$ cat src/sv/rgb2hsl_pkg.sv
package rgb2hsl_pkg;

    localparam int CHANNEL_BITS = 8;
    localparam int LIGHT_BITS   = CHANNEL_BITS + 1;
    localparam int Q_BITS       = 16;
    // 6*d fits in CHANNEL_BITS+3 bits
    localparam int HDIV_BITS    = CHANNEL_BITS + 3;
    localparam int DIV_STEPS    = 2;
    localparam int DIV_STAGES   = Q_BITS / DIV_STEPS;
    localparam int PIPE_STAGES  = DIV_STAGES + 2;

    localparam logic [CHANNEL_BITS-1:0] CMAX    = '1;
    localparam logic [LIGHT_BITS-1:0]   SUM_MAX = {CMAX, 1'b0};
    localparam logic [Q_BITS-1:0]       Q_MAX   = '1;

    typedef struct packed {
        logic [CHANNEL_BITS-1:0] red;
        logic [CHANNEL_BITS-1:0] green;
        logic [CHANNEL_BITS-1:0] blue;
    } pixel_t;

    typedef struct packed {
        logic [Q_BITS-1:0]     hue;
        logic [Q_BITS-1:0]     saturation;
        logic [LIGHT_BITS-1:0] lightness;
    } hsl_t;

    // State of both fraction divisions as it moves down the pipe
    typedef struct packed {
        logic [HDIV_BITS-1:0]    hue_div;
        logic [HDIV_BITS-1:0]    hue_rem;
        logic [Q_BITS-1:0]       hue_q;
        logic [CHANNEL_BITS-1:0] sat_den;
        logic [CHANNEL_BITS-1:0] sat_rem;
        logic [Q_BITS-1:0]       sat_q;
        logic                    sat_full;
        logic                    sat_zero;
        logic                    hue_zero;
        logic [LIGHT_BITS-1:0]   lightness;
    } div_t;

endpackage

$ cat src/sv/rgb2hsl_front.sv
module rgb2hsl_front (
    input  logic                  clk,
    input  logic                  rst_n,
    input  logic                  in_valid,
    output logic                  in_ready,
    input  rgb2hsl_pkg::pixel_t   in_data,
    output logic                  out_valid,
    input  logic                  out_ready,
    output rgb2hsl_pkg::div_t     out_data
);

    localparam int CB = rgb2hsl_pkg::CHANNEL_BITS;
    localparam int LB = rgb2hsl_pkg::LIGHT_BITS;
    localparam int HB = rgb2hsl_pkg::HDIV_BITS;

    typedef enum logic [1:0] {
        SECT_RED,
        SECT_GREEN,
        SECT_BLUE
    } sector_t;

    typedef struct packed {
        logic [CB-1:0] red;
        logic [CB-1:0] green;
        logic [CB-1:0] blue;
        logic [CB-1:0] mn;
        logic [CB-1:0] mx;
        sector_t       sector;
    } ext_t;

    logic              a_valid_reg;
    ext_t              a_reg;
    ext_t              a_next;
    logic              a_ready;
    logic              b_valid_reg;
    rgb2hsl_pkg::div_t b_reg;
    rgb2hsl_pkg::div_t b_next;
    logic              b_ready;

    logic [CB-1:0]         lo_rg;
    logic [CB-1:0]         hi_rg;
    logic [CB-1:0]         d;
    logic [LB-1:0]         sum;
    logic [LB-1:0]         den_wide;
    logic [CB-1:0]         den;
    logic signed [CB+1:0]  diff;
    logic [HB-1:0]         base;
    logic [HB-1:0]         six_d;
    logic signed [HB:0]    num;
    logic signed [HB:0]    num_fix;
    logic                  sat_zero;
    logic                  sat_full;
    logic                  hue_zero;

    assign b_ready   = !b_valid_reg || out_ready;
    assign a_ready   = !a_valid_reg || b_ready;
    assign in_ready  = a_ready;
    assign out_valid = b_valid_reg;
    assign out_data  = b_reg;

    // Stage A: min, max and the max-channel sector with its tie order
    always_comb
    begin
        lo_rg     = (in_data.red < in_data.green) ? in_data.red : in_data.green;
        hi_rg     = (in_data.red > in_data.green) ? in_data.red : in_data.green;
        a_next.red   = in_data.red;
        a_next.green = in_data.green;
        a_next.blue  = in_data.blue;
        a_next.mn    = (lo_rg < in_data.blue) ? lo_rg : in_data.blue;
        a_next.mx    = (hi_rg > in_data.blue) ? hi_rg : in_data.blue;
        if (a_next.mx == in_data.red && a_next.mx != in_data.green)
        begin
            a_next.sector = SECT_RED;
        end
        else if (a_next.mx == in_data.green && a_next.mx != in_data.blue)
        begin
            a_next.sector = SECT_GREEN;
        end
        else
        begin
            a_next.sector = SECT_BLUE;
        end
    end

    // Stage B: delta, sum, saturation denominator and hue numerator
    always_comb
    begin
        d   = a_reg.mx - a_reg.mn;
        sum = {1'b0, a_reg.mn} + {1'b0, a_reg.mx};
        den_wide = rgb2hsl_pkg::SUM_MAX - sum;
        if (sum < {1'b0, rgb2hsl_pkg::CMAX})
        begin
            den = sum[CB-1:0];
        end
        else
        begin
            den = den_wide[CB-1:0];
        end
        sat_zero = (den == '0);
        sat_full = !sat_zero && (d == den);
        hue_zero = (d == '0);

        case (a_reg.sector)
            SECT_RED:
            begin
                diff = $signed({2'b00, a_reg.green}) - $signed({2'b00, a_reg.blue});
                base = '0;
            end
            SECT_GREEN:
            begin
                diff = $signed({2'b00, a_reg.blue}) - $signed({2'b00, a_reg.red});
                base = {2'b00, d, 1'b0};
            end
            SECT_BLUE:
            begin
                diff = $signed({2'b00, a_reg.red}) - $signed({2'b00, a_reg.green});
                base = {1'b0, d, 2'b00};
            end
            default:
            begin
                diff = '0;
                base = '0;
            end
        endcase

        six_d = {1'b0, d, 2'b00} + {2'b00, d, 1'b0};
        num   = $signed({1'b0, base}) + diff;
        // negative hue wraps by one full turn
        if (num < 0)
        begin
            num_fix = num + $signed({1'b0, six_d});
        end
        else
        begin
            num_fix = num;
        end

        b_next.hue_div   = six_d;
        b_next.hue_rem   = hue_zero ? '0 : num_fix[HB-1:0];
        b_next.hue_q     = '0;
        b_next.sat_den   = den;
        b_next.sat_rem   = (sat_zero || sat_full) ? '0 : d;
        b_next.sat_q     = '0;
        b_next.sat_full  = sat_full;
        b_next.sat_zero  = sat_zero;
        b_next.hue_zero  = hue_zero;
        b_next.lightness = sum;
    end

    always_ff @(posedge clk or negedge rst_n)
    begin
        if (!rst_n)
        begin
            a_valid_reg <= 1'b0;
            b_valid_reg <= 1'b0;
        end
        else
        begin
            if (a_ready)
            begin
                a_valid_reg <= in_valid;
            end
            if (b_ready)
            begin
                b_valid_reg <= a_valid_reg;
            end
        end
    end

    always_ff @(posedge clk)
    begin
        if (a_ready && in_valid)
        begin
            a_reg <= a_next;
        end
        if (b_ready && a_valid_reg)
        begin
            b_reg <= b_next;
        end
    end

endmodule

$ cat src/sv/rgb2hsl_div_stage.sv
module rgb2hsl_div_stage (
    input  logic              clk,
    input  logic              rst_n,
    input  logic              in_valid,
    output logic              in_ready,
    input  rgb2hsl_pkg::div_t in_data,
    output logic              out_valid,
    input  logic              out_ready,
    output rgb2hsl_pkg::div_t out_data
);

    localparam int CB = rgb2hsl_pkg::CHANNEL_BITS;
    localparam int HB = rgb2hsl_pkg::HDIV_BITS;
    localparam int QB = rgb2hsl_pkg::Q_BITS;

    logic              valid_reg;
    rgb2hsl_pkg::div_t data_reg;
    rgb2hsl_pkg::div_t data_next;
    logic [HB:0]       hrem2;
    logic [HB:0]       hsub;
    logic [CB:0]       srem2;
    logic [CB:0]       ssub;

    assign in_ready  = !valid_reg || out_ready;
    assign out_valid = valid_reg;
    assign out_data  = data_reg;

    // Restoring division, a few quotient bits per stage; remainder stays below divisor
    always_comb
    begin
        data_next = in_data;
        hrem2 = '0;
        hsub  = '0;
        srem2 = '0;
        ssub  = '0;
        for (int i = 0; i < rgb2hsl_pkg::DIV_STEPS; i++)
        begin
            hrem2 = {data_next.hue_rem, 1'b0};
            hsub  = hrem2 - {1'b0, data_next.hue_div};
            if (hrem2 >= {1'b0, data_next.hue_div})
            begin
                data_next.hue_rem = hsub[HB-1:0];
                data_next.hue_q   = {data_next.hue_q[QB-2:0], 1'b1};
            end
            else
            begin
                data_next.hue_rem = hrem2[HB-1:0];
                data_next.hue_q   = {data_next.hue_q[QB-2:0], 1'b0};
            end

            srem2 = {data_next.sat_rem, 1'b0};
            ssub  = srem2 - {1'b0, data_next.sat_den};
            if (srem2 >= {1'b0, data_next.sat_den})
            begin
                data_next.sat_rem = ssub[CB-1:0];
                data_next.sat_q   = {data_next.sat_q[QB-2:0], 1'b1};
            end
            else
            begin
                data_next.sat_rem = srem2[CB-1:0];
                data_next.sat_q   = {data_next.sat_q[QB-2:0], 1'b0};
            end
        end
    end

    always_ff @(posedge clk or negedge rst_n)
    begin
        if (!rst_n)
        begin
            valid_reg <= 1'b0;
        end
        else if (in_ready)
        begin
            valid_reg <= in_valid;
        end
    end

    always_ff @(posedge clk)
    begin
        if (in_ready && in_valid)
        begin
            data_reg <= data_next;
        end
    end

endmodule

$ cat src/sv/rgb_to_hsl_converter.sv
// Two front stages, then eight stages of the 16-bit restoring fraction
// dividers, two bits each, carry a pixel to the hsl handoff.
// Throughput: one pixel per clock unless hsl_ready stalls the output; every
// stage has its own valid bit and register, so a stalled output holds while
// earlier stages keep filling.
// Reset clears only the stage valid bits; data registers are not reset.
module rgb_to_hsl_converter (
    input  logic                clk,
    input  logic                rst_n,
    input  logic                pixel_valid,
    output logic                pixel_ready,
    input  rgb2hsl_pkg::pixel_t pixel,
    output logic                hsl_valid,
    input  logic                hsl_ready,
    output rgb2hsl_pkg::hsl_t   hsl
);

    localparam int NS = rgb2hsl_pkg::DIV_STAGES;

    rgb2hsl_pkg::div_t stage_data [NS+1];
    logic [NS:0]       stage_valid;
    logic [NS:0]       stage_ready;
    rgb2hsl_pkg::div_t last;

    rgb2hsl_front u_front (
        .clk       (clk),
        .rst_n     (rst_n),
        .in_valid  (pixel_valid),
        .in_ready  (pixel_ready),
        .in_data   (pixel),
        .out_valid (stage_valid[0]),
        .out_ready (stage_ready[0]),
        .out_data  (stage_data[0])
    );

    for (genvar k = 0; k < NS; k++)
    begin : g_div
        rgb2hsl_div_stage u_stage (
            .clk       (clk),
            .rst_n     (rst_n),
            .in_valid  (stage_valid[k]),
            .in_ready  (stage_ready[k]),
            .in_data   (stage_data[k]),
            .out_valid (stage_valid[k+1]),
            .out_ready (stage_ready[k+1]),
            .out_data  (stage_data[k+1])
        );
    end

    assign stage_ready[NS] = hsl_ready;
    assign hsl_valid       = stage_valid[NS];
    assign last            = stage_data[NS];

    // grey gives zero hue; black/white zero saturation; delta equal to denominator saturates
    always_comb
    begin
        hsl.lightness = last.lightness;
        hsl.hue       = last.hue_zero ? '0 : last.hue_q;
        if (last.sat_zero)
        begin
            hsl.saturation = '0;
        end
        else if (last.sat_full)
        begin
            hsl.saturation = rgb2hsl_pkg::Q_MAX;
        end
        else
        begin
            hsl.saturation = last.sat_q;
        end
    end

endmodule

$ cat config.mk
export PLATFORM = sky130hd
export DESIGN_NAME = rgb_to_hsl_converter
export DESIGN_NICKNAME = d
export VERILOG_FILES = /design/src/sv/rgb2hsl_pkg.sv /design/src/sv/rgb2hsl_front.sv /design/src/sv/rgb2hsl_div_stage.sv /design/src/sv/rgb_to_hsl_converter.sv
export SDC_FILE = /design/constraint.sdc
export NUM_CORES = 1
export LEC_CHECK = 0
export BUFFER_PORTS_ARGS = -buffer_cell sky130_fd_sc_hd__buf_2
export CELL_PAD_IN_SITES_DETAIL_PLACEMENT = 0
export CELL_PAD_IN_SITES_GLOBAL_PLACEMENT = 1
export CORE_MARGIN = 5
export CORE_UTILIZATION = 55
export CTS_CLUSTER_DIAMETER = 80
export DETAILED_ROUTE_END_ITERATION = 16
export HOLD_SLACK_MARGIN = 0.1
export PLACE_DENSITY_LB_ADDON = 0.1
export REMOVE_ABC_BUFFERS = 1
export SYNTH_ARGS = -nofsm -noshare
export SYNTH_HDL_FRONTEND = slang
export SYNTH_SLANG_ARGS = --single-unit
$ cat constraint.sdc
create_clock -name clk -period 14.66 [get_ports clk]
set_clock_uncertainty 0.05 [all_clocks]
set_input_delay 1.466 -clock clk [delete_from_list [all_inputs] [get_ports clk]]
set_output_delay 1.466 -clock clk [all_outputs]
set_load 0.02 [all_outputs]
==> results.yml <==
synthesis:
  ys_seq_area_share_pct: 46.51
  synth_edf_count: 567
  synth_top_area_cell: "edfxtp_1"
  syn-cell-area_mm2: 0.03715
  synthCells: 3300
  synth_area_leaders: "edfxtp_1 (46%), ha_1 (13%), mux2_2 (6.5%), xnor2_1 (3.5%), inv_1 (3.4%)"
  synthArstFlopShare_pct: 1.733
  synth.most_common_cell: "edfxtp_1"
  ys.flop_type: "edfxtp_1"
  yosysUniqueCellTypes: 94
  ys_top_cells_by_count: "edfxtp_1 (567), ha_1 (372), inv_1 (332)"
  synth_top_area_share_pct: 45.84
  ys_warn_count: 0
  avgSynthCellArea_um2: 11.26
  synth-seq-cells: 577
place:
  post_dp_cell_area_mm2: 0.03843
  gp_congestion: 0.9120
  dp_hpwl_um: 62760
  port_buffers: 70
outcome:
  outcome: "finished clean"
route:
  drt_iter0_drc: 1514
  drt-vias-per-instance: 5.767
  drt-wirelength-per-cell_um: 18.81
  num_vias: 24890
  ant_nets: 0
  drc: 0
  finalWirelength_um: 81160
  first_pass_iters: 5
global_route:
  grt_antenna_before_repair: 0
  overflow: 0
  grt_start_max_net_pins: 67
  track_usage_pct: 21.96
  grt_pass1_vias: 25700
  grt_pass1_wl_um: 132700
worst_setup_path:
  cp_data_arrival_time_ps: 6130
  path_max_fanout: 15
  worstSetupPathType: "reg -> reg"
  worst_setup_path_start_kind: "flip-flop"
  endpoint_kind: "flip-flop"
  cp.required_ps: 14950
clock_network:
  clock_path_buffers: 3
  clk_pin_slew_ps: 60
  clock-sinks: 577
  htreeDepth: 3
  hold_buffers: 0
  numCtsBuffers: 67
  cts_tree: "built"
  cts_setup_buffers: 0
  ctsResizeCount: 0
  clock_latency_ps: 610
  root_buffer: "clkbuf_16"
final_layout:
  largest_register_ffs: 478
  insertedDiodeCount: 0
  fin_area_mm2: 0.04072
  final_nets: 3817
  drive_above_1_share_pct: 13.74
  num-fill-cells: 5454
  synthToLayoutAreaGrowth_pct: 9.613
floorplan:
  die_h_um: 269.9
  fp.dieW_um: 269.9
  start_util_pct: 55.41
  coreArea_mm2: 0.06704
  die_area_mm2: 0.07284
  ios: 71
  row_count: 95
timing:
  setup_violations: 0
  fin_crit_sh_pct: 39.82
  min_period_ps: 5838
  hold_violations: 0
  max_freq_mhz: 171.3
  rsz0062_at_grt: "no"
  setup_tns_ps: 0
  slew_violations: 0
  slew_headroom_pct: 20.97
  hold_slack_ps: 365.8
  worstMarginPinSlew_ps: 1177
worst_hold_path:
  hold_path_class: "reg -> reg"
flow_run:
  maxCapViolCount: 0
critical path, cell delays in order (launching register included):
cell	delay [ps]
edfxtp_1	490
inv_1	130
ha_1	310
nor2b_1	180
o2111ai_1	180
a31oi_1	300
a31oi_1	170
o21ai_1	930
and2_1	260
ha_1	250
nor2b_1	130
o21ai_0	240
a21oi_1	120
o21ai_0	290
a21oi_1	200
a41oi_1	380
nand3_1	510
mux2_2	450
area by class of cell:
| cell class | instances | area (um^2) | area share, % |
|---|---|---|---|
| well taps | 873 | 1092 | 2.683 |
| clock inverters | 42 | 528.0 | 1.297 |
| multi-input cells | 2331 | 18370 | 45.12 |
| clock buffers | 78 | 1760 | 4.324 |
| inverters | 334 | 1254 | 3.079 |
| repair buffers | 81 | 432.9 | 1.063 |
| flip-flops and latches | 577 | 17280 | 42.43 |
per-stage QoR:
step	worst slack (ps)	utilization, %	std cells
6_report	8822	60.74	4316
5_1_grt	8173	60.74	4316
4_1_cts	8775	60.74	4316
3_5_place_dp	8688	57.32	4196
3_3_place_gp	8650	57.32	4196
2_1_floorplan	9352	-	3242
metal layers:
metal / vias to the layer above / wire length (um) / global-route usage (%)
li1: 12300 / - / -
met1: 11970 / 35380 / 27.93
met2: 499 / 41080 / 39.55
met3: 125 / 2760 / 2.629
met4: 0 / 1942 / 6.422
met5: - / 0 / 0
kinds of logic (layout without fill, tap and decap cells):
family                     Yosys count  after routing  share of synthesized area (%)
xor gates and xnor gates           223            223                          5.315
muxes                              237            237                          7.148
adders and majority gates          397            397                          13.88
and+or+nand+nor                    786            786                          10.88
AOI/OAI and AO/OA                  688            688                          12.15
buffers and inverters              392            535                          4.116
DFF                                577            577                          46.51
placed cells by master (no fill, tap or decap), drive strengths merged, types with 11 or more instances in the layout:
cell	n
nor2b	106
xnor2	149
nand4	36
nor2	237
a21o	69
nand2	112
o21ai	159
nor4	14
buf	81
xor2	73
nand3	36
clkinv	24
edfxtp	567
mux2	216
inv	339
clkbuf	78
and3	24
a31oi	24
or2	32
nand2b	38
ha	372
a41o	12
a21oi	188
and2	19
a21boi	23
mux2i	21
o41ai	11
nor3	79
fa	25
o21bai	20
and4	15
o21a	44
a211oi	36
path summary, 6_finish.rpt:
check | from | endpoint | slack, ps | depth (start not counted)
worst max-delay path | g_div[0].u_stage.out_data[73] | g_div[1].u_stage.out_data[67] | 8820 | 17
worst min-delay path | g_div[5].u_stage.out_data[53] | g_div[6].u_stage.out_data[55] | 370 | 0
worst max register to register | g_div[0].u_stage.out_data[73] | g_div[1].u_stage.out_data[67] | 8820 | 17
worst min register to register | g_div[5].u_stage.out_data[53] | g_div[6].u_stage.out_data[55] | 370 | 0
max in group asynchronous | rst_n | g_div[7].u_stage.out_valid | 13700 | 1
min in group asynchronous | rst_n | g_div[3].u_stage.out_valid | 660 | 1
Power is left out: the tool's default activity adds up to more than one toggle a clock period on the data nets, which glitch-free logic cannot reach.
